**config.mk**
```make
export PLATFORM = sky130hd
export DESIGN_NAME = timer_queue_scheduler
export DESIGN_NICKNAME = d
export VERILOG_FILES = /design/src/rtl/core/tqs_pkg.sv /design/src/rtl/core/timer_queue_scheduler.sv
export SDC_FILE = /design/constraint.sdc
export NUM_CORES = 2
export LEC_CHECK = 0
export BUFFER_PORTS_ARGS = -buffer_cell sky130_fd_sc_hd__buf_2
export CORE_MARGIN = 3
export CORE_UTILIZATION = 45
export DETAILED_ROUTE_END_ITERATION = 10
export SYNTH_ARGS = -nofsm -noshare
export SYNTH_HDL_FRONTEND = slang
export SYNTH_SLANG_ARGS = --single-unit
```
**constraint.sdc**
```tcl
create_clock -name clk -period 13.85 [get_ports clk]
set_input_delay 0.6925 -clock clk [delete_from_list [all_inputs] [get_ports clk]]
set_output_delay 0.6925 -clock clk [all_outputs]
set_load 0.005 [all_outputs]
```
**src/rtl/core/tqs_pkg.sv**
```systemverilog
package tqs_pkg;

  localparam int TimeW = 48;
  localparam int IdW = 32;
  localparam int MaxFire = 16;
  localparam logic [TimeW-1:0] TimeMax = {TimeW{1'b1}};

  typedef enum logic [1:0] {
    CMD_TICK = 2'd0,
    CMD_ADD = 2'd1,
    CMD_REMOVE = 2'd2,
    CMD_NONE = 2'd3
  } cmd_t;

  typedef enum logic [2:0] {
    KIND_FIRED = 3'd0,
    KIND_IDLE = 3'd1,
    KIND_ADDED = 3'd2,
    KIND_FULL = 3'd3,
    KIND_REMOVED = 3'd4,
    KIND_NOT_FOUND = 3'd5
  } kind_t;

  typedef enum logic [2:0] {
    ST_IDLE,
    ST_SCAN_FIRE,
    ST_SCAN_ADD,
    ST_SCAN_REMOVE,
    ST_UPDATE,
    ST_EMIT
  } state_t;

  typedef struct packed {
    logic [1:0] cmd;
    logic [15:0] tick_amount;
    logic [31:0] delay;
    logic [31:0] period;
    logic [31:0] target_id;
  } in_word_t;

  typedef struct packed {
    logic [2:0] kind;
    logic [31:0] timer_id;
    logic last;
  } out_word_t;

  function automatic logic [TimeW-1:0] sat_add(input logic [TimeW-1:0] a,
                                               input logic [IdW-1:0] b);
    logic [TimeW:0] s;
    s = {1'b0, a} + {{(TimeW-IdW+1){1'b0}}, b};
    return s[TimeW] ? TimeMax : s[TimeW-1:0];
  endfunction

endpackage

```
**src/rtl/core/timer_queue_scheduler.sv**
```systemverilog
// Channel | Direction | Payload      | Handshake
// in      | input     | in_word_t    | in_valid / in_stall
// out     | output    | out_word_t   | out_valid / out_stall
// Each item is handled by one compare unit that walks the slots one per cycle.
// Add, remove and the unused command each scan the slots at most once. A tick
// rescans them for each firing and emits one word per firing, at most MaxFire,
// or a single idle word when nothing fires.
// Reset clears time, the id counter and all slot valid bits at once.
// A stalled output word holds the sequencer; no new item is taken meanwhile.
module timer_queue_scheduler #(
  parameter int SLOTS = 16
) (
  input  logic clk,
  input  logic rst,
  input  logic in_valid,
  output logic in_stall,
  input  tqs_pkg::in_word_t in_data,
  output logic out_valid,
  input  logic out_stall,
  output tqs_pkg::out_word_t out_data
);
  import tqs_pkg::*;

  localparam int SW = (SLOTS > 1) ? $clog2(SLOTS) : 1;
  localparam int CW = $clog2(SLOTS + 1);
  localparam int FW = $clog2(MaxFire + 1);

  state_t state, state_next;
  logic [TimeW-1:0] now_time;
  logic [IdW-1:0] next_free_id;
  logic [SLOTS-1:0] slot_valid;
  logic [SLOTS-1:0] fired;
  logic [TimeW-1:0] slot_deadline [SLOTS];
  logic [IdW-1:0] slot_period [SLOTS];
  logic [IdW-1:0] slot_id [SLOTS];

  in_word_t item;
  logic [CW-1:0] idx;
  logic [SW-1:0] cur;
  logic found;
  logic [SW-1:0] best;
  logic [TimeW-1:0] best_dl;
  logic [IdW-1:0] best_id;
  logic [FW-1:0] nfired;

  function automatic cmd_t item_cmd(input logic [1:0] c);
    return cmd_t'(c);
  endfunction

  // Candidate test for the slot under the scan pointer.
  logic cand_due, cand_better, add_hit, rem_hit;
  assign cur = idx[SW-1:0];
  assign cand_due = slot_valid[cur] && !fired[cur] && slot_deadline[cur] <= now_time;
  assign cand_better = !found || slot_deadline[cur] < best_dl ||
                       (slot_deadline[cur] == best_dl && slot_id[cur] < best_id);
  assign add_hit = !slot_valid[cur];
  assign rem_hit = slot_valid[cur] && slot_id[cur] == item.target_id;
  logic scan_done;
  assign scan_done = idx == CW'(SLOTS - 1);
  logic fire_more;
  assign fire_more = found && (nfired + 1'b1 < FW'(MaxFire));

  always_comb begin
    state_next = state;
    case (state)
      ST_IDLE: if (in_valid) begin
        case (item_cmd(in_data.cmd))
          CMD_TICK: state_next = ST_SCAN_FIRE;
          CMD_ADD: state_next = ST_SCAN_ADD;
          CMD_REMOVE: state_next = ST_SCAN_REMOVE;
          default: state_next = ST_EMIT;
        endcase
      end
      ST_SCAN_FIRE: if (scan_done) state_next = (nfired == '0) ? ST_UPDATE : ST_EMIT;
      ST_SCAN_ADD: if (scan_done || add_hit) state_next = ST_UPDATE;
      ST_SCAN_REMOVE: if (scan_done || rem_hit) state_next = ST_UPDATE;
      ST_UPDATE: begin
        if (item_cmd(item.cmd) == CMD_TICK && fire_more) state_next = ST_SCAN_FIRE;
        else state_next = ST_EMIT;
      end
      ST_EMIT: if (!out_stall) state_next = out_data.last ? ST_IDLE : ST_UPDATE;
      default: state_next = ST_IDLE;
    endcase
  end

  always_comb begin
    in_stall = state != ST_IDLE;
    out_valid = state == ST_EMIT;
  end

  always_ff @(posedge clk) begin
    if (rst) begin
      state <= ST_IDLE;
      now_time <= '0;
      next_free_id <= '0;
      slot_valid <= '0;
    end else begin
      state <= state_next;
      case (state)
        ST_IDLE: if (in_valid) begin
          item <= in_data;
          idx <= '0;
          found <= 1'b0;
          fired <= '0;
          nfired <= '0;
          out_data.timer_id <= '0;
          out_data.kind <= KIND_IDLE;
          out_data.last <= 1'b1;
          if (in_data.cmd == CMD_TICK)
            now_time <= sat_add(now_time, {{(IdW-16){1'b0}}, in_data.tick_amount});
        end
        ST_SCAN_FIRE: begin
          if (cand_due && cand_better) begin
            found <= 1'b1;
            best <= cur;
            best_dl <= slot_deadline[cur];
            best_id <= slot_id[cur];
          end
          // After a firing, the scan looks ahead before the held word goes out,
          // so that word is marked last only when nothing else is due or MaxFire is reached.
          if (scan_done && nfired != '0)
            out_data.last <= !(found || cand_due);
          idx <= idx + 1'b1;
        end
        ST_SCAN_ADD, ST_SCAN_REMOVE: begin
          if ((state == ST_SCAN_ADD) ? add_hit : rem_hit) begin
            found <= 1'b1;
            best <= cur;
          end else begin
            idx <= idx + 1'b1;
          end
        end
        ST_UPDATE: begin
          case (item_cmd(item.cmd))
            CMD_TICK: begin
              idx <= '0;
              found <= 1'b0;
              if (found) begin
                fired[best] <= 1'b1;
                nfired <= nfired + 1'b1;
                out_data.kind <= KIND_FIRED;
                out_data.timer_id <= best_id;
                out_data.last <= !fire_more;
                if (slot_period[best] != '0)
                  slot_deadline[best] <= sat_add(now_time, slot_period[best]);
                else
                  slot_valid[best] <= 1'b0;
              end else begin
                out_data.kind <= KIND_IDLE;
                out_data.last <= 1'b1;
              end
            end
            CMD_ADD: begin
              if (found) begin
                slot_valid[best] <= 1'b1;
                slot_deadline[best] <= sat_add(now_time, item.delay);
                slot_period[best] <= item.period;
                slot_id[best] <= next_free_id;
                next_free_id <= next_free_id + 1'b1;
                out_data.kind <= KIND_ADDED;
                out_data.timer_id <= next_free_id;
              end else begin
                out_data.kind <= KIND_FULL;
              end
            end
            CMD_REMOVE: begin
              if (found) slot_valid[best] <= 1'b0;
              out_data.kind <= found ? KIND_REMOVED : KIND_NOT_FOUND;
              out_data.timer_id <= item.target_id;
            end
            default: out_data.kind <= KIND_IDLE;
          endcase
        end
        default: ;
      endcase
    end
  end

endmodule

```
======== After elaboration in Yosys (flattened, before gate mapping) ========
Memories as Yosys holds them, arrays and structs flattened. A register that Yosys moved wholly into a read port is not among the register bits.
Cells that the tools add are included.
W data, S select, Z words.
cells by class
  muxes and demuxes ....................... 72
  divide/modulo/power cells ............... 0
  shift-type cells ........................ 0
  add/sub/neg operators ................... 6
  reduce and logical (&&, ||, !) cells .... 45
  multiply operators ...................... 0
  $lt $le $gt $ge ......................... 7
  equal/unequal tests ..................... 30
  bitwise logic cells ..................... 6
operators with widths
  operator                 count
  $mux W48                 4
  $mux W16                 7
  $add A48 B32 Y49         2
  $pmux W32 S3             1
  $pmux W35 S2             1
  $mux W32                 2
  $add A48 B16 Y49         1
  $eq A48 B48 Y1           1
  $le A48 B48 Y1           1
  $lt A48 B48 Y1           1
  $pmux W16 S3             1
  $mux W36                 1
  $add A32 B1 Y32 const B  1
  $eq A32 B32 Y1           1
  $lt A32 B32 Y1           1
  $or A16 B16 Y16          2
  $pmux W16 S2             1
  $reduce_bool A32 Y1      1
  $ne A2 B2 Y1 const B     15
  $mux W1                  26
  $mux W5                  5
  $mux W3                  7
  $mux W4                  5
  $pmux W5 S4              1
  other kinds (39)         77
word-level totals
  register bits ........................... 344
  memories kept ........................... 3
  logic and storage cells ................. 187
  output and inout port bits .............. 38
  bits in latches ......................... 0
  bits in read-only memories .............. 0
  bits in writable memories ............... 1792
memory list
  name           words  bits a word  read ports  clocked after Yosys merged registers in  write ports  line                         RTL
  slot_deadline  16     48           1           1                                        1            timer_queue_scheduler.sv:33  logic [TimeW-1:0] slot_deadline [SLOTS];
  slot_id        16     32           1           1                                        1            timer_queue_scheduler.sv:35  logic [IdW-1:0] slot_id [SLOTS];
  slot_period    16     32           1           1                                        1            timer_queue_scheduler.sv:34  logic [IdW-1:0] slot_period [SLOTS];

======== Longest topological paths before layout ========
  depth after elaboration ................. 9
  gate-level depth with buffers ........... 22
  depth with buffers taken out ............ 16

======== Worst setup path after synthesis ========
OpenSTA, ideal clock, no wires.
  path type ............................... reg-to-reg
  start ................................... register (tool-made name)
  end ..................................... register best_dl[0] (read register of slot_deadline) (enable)
  data required time ...................... 13416 ps
  cell stages (with the launch flop) ...... 22
  period minus slack after synthesis ...... 7747 ps
  setup slack ............................. 6103 ps
  arrival time ............................ 7313 ps
  setup time .............................. 434 ps
  buffers on the path ..................... 9
  cell sequence ........................... dfxtp_1 buf_6 buf_12 buf_8 buf_4 buf_4 buf_2 buf_2 clkbuf_1 buf_1 mux4_2 mux4_2 ha_1 nand4_1 or4_1 or4_1 nor4_1 a41oi_1 o21ai_0 o211ai_1 or4_1 inv_1
RTL lines
  item              line                         RTL
  end: declaration  timer_queue_scheduler.sv:42  logic [TimeW-1:0] best_dl;

==> impl_metrics.json <==
{
  "synthAdderAreaFrac_pct": 3.12,
  "area_growth_pct": 13.6,
  "dp_cells": 7664,
  "synth-edff-count": 2037,
  "ir_worst_vdd_v": 0.000159,
  "fin_setup_tns_ns": 0,
  "io_pins": 156,
  "clock_skew_ns": 0.0668,
  "wl_met2_um": 117000,
  "die_h_um": 454,
  "core_area_mm2": 0.198,
  "syn_inst": 4973,
  "fmax_mhz": 122,
  "clock_path_buffers": 3,
  "place_ws_ns": 5.46,
  "io_buffers": 155,
  "drtAntennaViolNets": 0,
  "synthFlopType": "edfxtp_1",
  "hpwlAfterDp_um": 141000,
  "grt_usage_pct": 23.2,
  "instances_no_fill": 8148,
  "synth_area_per_cell_um2": 18.1,
  "grt_pass1_vias": 49100,
  "htreeDepth": 4,
  "maxCapViolations": 0,
  "num_vias": 48600,
  "min_path_type": "primary input to register",
  "wl_per_cell_um": 29.2,
  "finalWorstSetupSlack_ns": 5.62,
  "nNetsFinal": 5660,
  "firstDrtPassIters": 6,
  "route.met3.wl_um": 14300,
  "syn-cell-area_mm2": 0.0902,
  "rows": 163,
  "syn_nets": 5314,
  "post-route-drc-count": 0,
  "cts.sinks": 2144,
  "postCtsSetupRepairBufs": 0,
  "synthArstFlopShare_pct": 0,
  "clockRootBuffer": "clkbuf_16",
  "via_per_inst": 5.97,
  "finalCriticalPeriod_ns": 8.23,
  "start_util_pct": 45.5,
  "clock_latency_ns": 0.87,
  "drive_above_1_share_pct": 21.9,
  "crit_type": "register to register",
  "cp-end-kind": "register",
  "numCtsBuffers": 216,
  "synth_warnings": 0,
  "worstPathArrival_ns": 8.70,
  "cp.required_ns": 14.31,
  "finalSetupViolations": 0,
  "period_share_pct": 59.4,
  "routabilityCongestion": 0.896,
  "synth_cell_types": 84,
  "synth_seq_cells": 2144,
  "slew_headroom_pct": 10.4,
  "rsz0062_at_grt": "no",
  "worst_pin_slew_ns": 1.34,
  "routed.top_layer": "met4",
  "synth_compound_area_share_pct": 4.73,
  "cts_tree": "done",
  "drt-total-wl_um": 238000,
  "synth_xor_area_share_pct": 1.57,
  "wirelength_met1_um": 98800,
  "overflow": 0,
  "crit_fanout": 87,
  "grt_max_degree": 117,
  "slew_viol_final": 0,
  "grt_pass1_wl_um": 346000,
  "dieWidth_um": 454,
  "ys_seq_area_share_pct": 70.2,
  "pwr_density_cell_mw_per_mm2": 151,
  "muxShareOfSynthArea_pct": 14.4,
  "p_leak_uw": 0.0336,
  "synth_top_family_by_area": "multiplexers",
  "status": "complete, no violations",
  "power_uw": 15400,
  "synth_simple_gate_area_share_pct": 4.13,
  "final_hold_viol_count": 0,
  "antenna_found_initial": 4,
  "crit_path_start_kind": "register",
  "drt_iter0_markers": 4845,
  "clkTransAtPathRegs_ns": 0.06,
  "dieArea_mm2": 0.206
}
==> state kept, by name, summed over array words and instances, names as in the netlist, named ones only <==
| register | flops |
|---|---|
| best | 4 |
| best_dl | 48 |
| best_id | 32 |
| fired | 16 |
| found | 1 |
| idx | 5 |
| item | 98 |
| next_free_id | 32 |
| nfired | 5 |
| now_time | 48 |
| out_data | 36 |
| slot_deadline | 768 |
| slot_id | 512 |
| slot_period | 512 |
| state | 3 |
==> logic make-up (layout without fill, tap and decap cells) <==
kind of cell	count (synthesis)	in the layout
AOI/OAI and AO/OA	650	650
buffers and inverters	399	930
other	0	4
adders and majority gates	223	223
and+or+nand+nor	769	769
DFF	2144	2144
muxes	626	626
xor gates and xnor gates	162	162
==> synthesized netlist by cell type, drive strengths merged, types with 71 or more instances <==
library cell,n,area share (%)
inv,183,0.76
clkbuf,130,0.54
nor2,237,0.99
dfxtp,107,2.4
mux4,530,13
xor2,71,0.69
mux2i,77,0.88
edfxtp,2037,68
ha,220,3.1
o21ai,93,0.52
a21oi,195,1.1
nand3,79,0.44
nand2,162,0.67
xnor2,91,0.88
buf,85,0.52
==> stage by stage <==
step | cell area (um2) | util (%) | hold WS, ns
after floorplan | 90200 | - | 0.424
after global placement | 94500 | 47.7 | 0.441
after detailed placement | 94500 | 47.7 | 0.447
after CTS | 102000 | 51.6 | 0.0000379
after global routing | 102000 | 51.6 | 0.0187
final | 102000 | 51.6 | 0.0617
==> metal layers <==
layer	vias up	track usage, %
met4	0	7.97
li1	20900	-
met2	1657	38.0
met5	-	0
met1	25700	32.1
met3	340	3.21
==> repair_timing <==
| action | CTS | global route |
|---|---|---|
| gates resized for setup | 0 | 0 |
| hold buffers | 76 | 0 |
| endpoints found under the hold margin | 76 | 0 |
==> cells in the final DEF, fill, tap and decap left out, drive strengths merged, types with 18 or more instances in the layout <==
cell / netlist / final
edfxtp: 2037 / 2037
mux4: 530 / 530
clkbuf: 130 / 272
buf: 85 / 267
nor2: 237 / 237
ha: 220 / 220
a21oi: 195 / 195
inv: 183 / 194
nand2: 162 / 162
dfxtp: 107 / 107
o21ai: 93 / 93
xnor2: 91 / 91
clkinv: 1 / 91
nand3: 79 / 79
mux2i: 77 / 77
dlygate4sd3: 0 / 76
xor2: 71 / 71
a22oi: 67 / 67
a21o: 67 / 67
nor3: 60 / 60
nand4: 57 / 57
a211oi: 52 / 52
nor2b: 31 / 31
nor4: 27 / 27
and3: 26 / 26
bufinv: 0 / 24
a221oi: 23 / 23
a31oi: 23 / 23
nand2b: 19 / 19
mux2: 19 / 19
o21bai: 18 / 18
==> critical path, cell delays in order (launching register included) <==
cell	delay, ns
dfxtp_4	0.82
buf_12	0.63
buf_4	0.64
mux4_2	0.59
mux4_2	0.54
ha_1	0.32
a21oi_1	0.15
o21ai_0	0.13
o2bb2ai_1	0.16
or4_1	0.55
a21o_1	0.19
o21ai_0	0.88
o211ai_1	0.28
or4_1	0.55
inv_4	0.45
buf_4	0.66
==> layout make-up <==
cell class                      instances  area (um2)
Inverter                              184         698
Multi-Input combinational cell       2430       25500
Clock buffer                          272        5700
Sequential cell                      2144       63300
Antenna cell                            4        10.0
Tap cell                             2640        3300
Clock inverter                        131        1380
Timing Repair Buffer                  343        2450
Fill cell                           16000       95900
==> report_power, final <==
part | internal [uW] | total, uW | switching (uW) | leakage (uW)
combinational | 985 | 2260 | 1280 | 0.0108
sequential | 7210 | 7330 | 121 | 0.0193
clock | 3360 | 5830 | 2470 | 0.00346
total | 11600 | 15400 | 3860 | 0.0336
==> path summary, 6_finish.rpt <==
check              startpoint              endpoint  slack, ns  cells past startpoint
hold / removal    in_data[37]    item[37]$_DFFE_PP_       0.06                      1
hold reg to reg      register              register       0.46                      2
setup / recovery     register  best_dl[3]$_DFFE_PP_       5.62                     15
setup reg to reg     register  best_dl[3]$_DFFE_PP_       5.62                     15
Note: power is estimated with default switching activity, not from simulation.
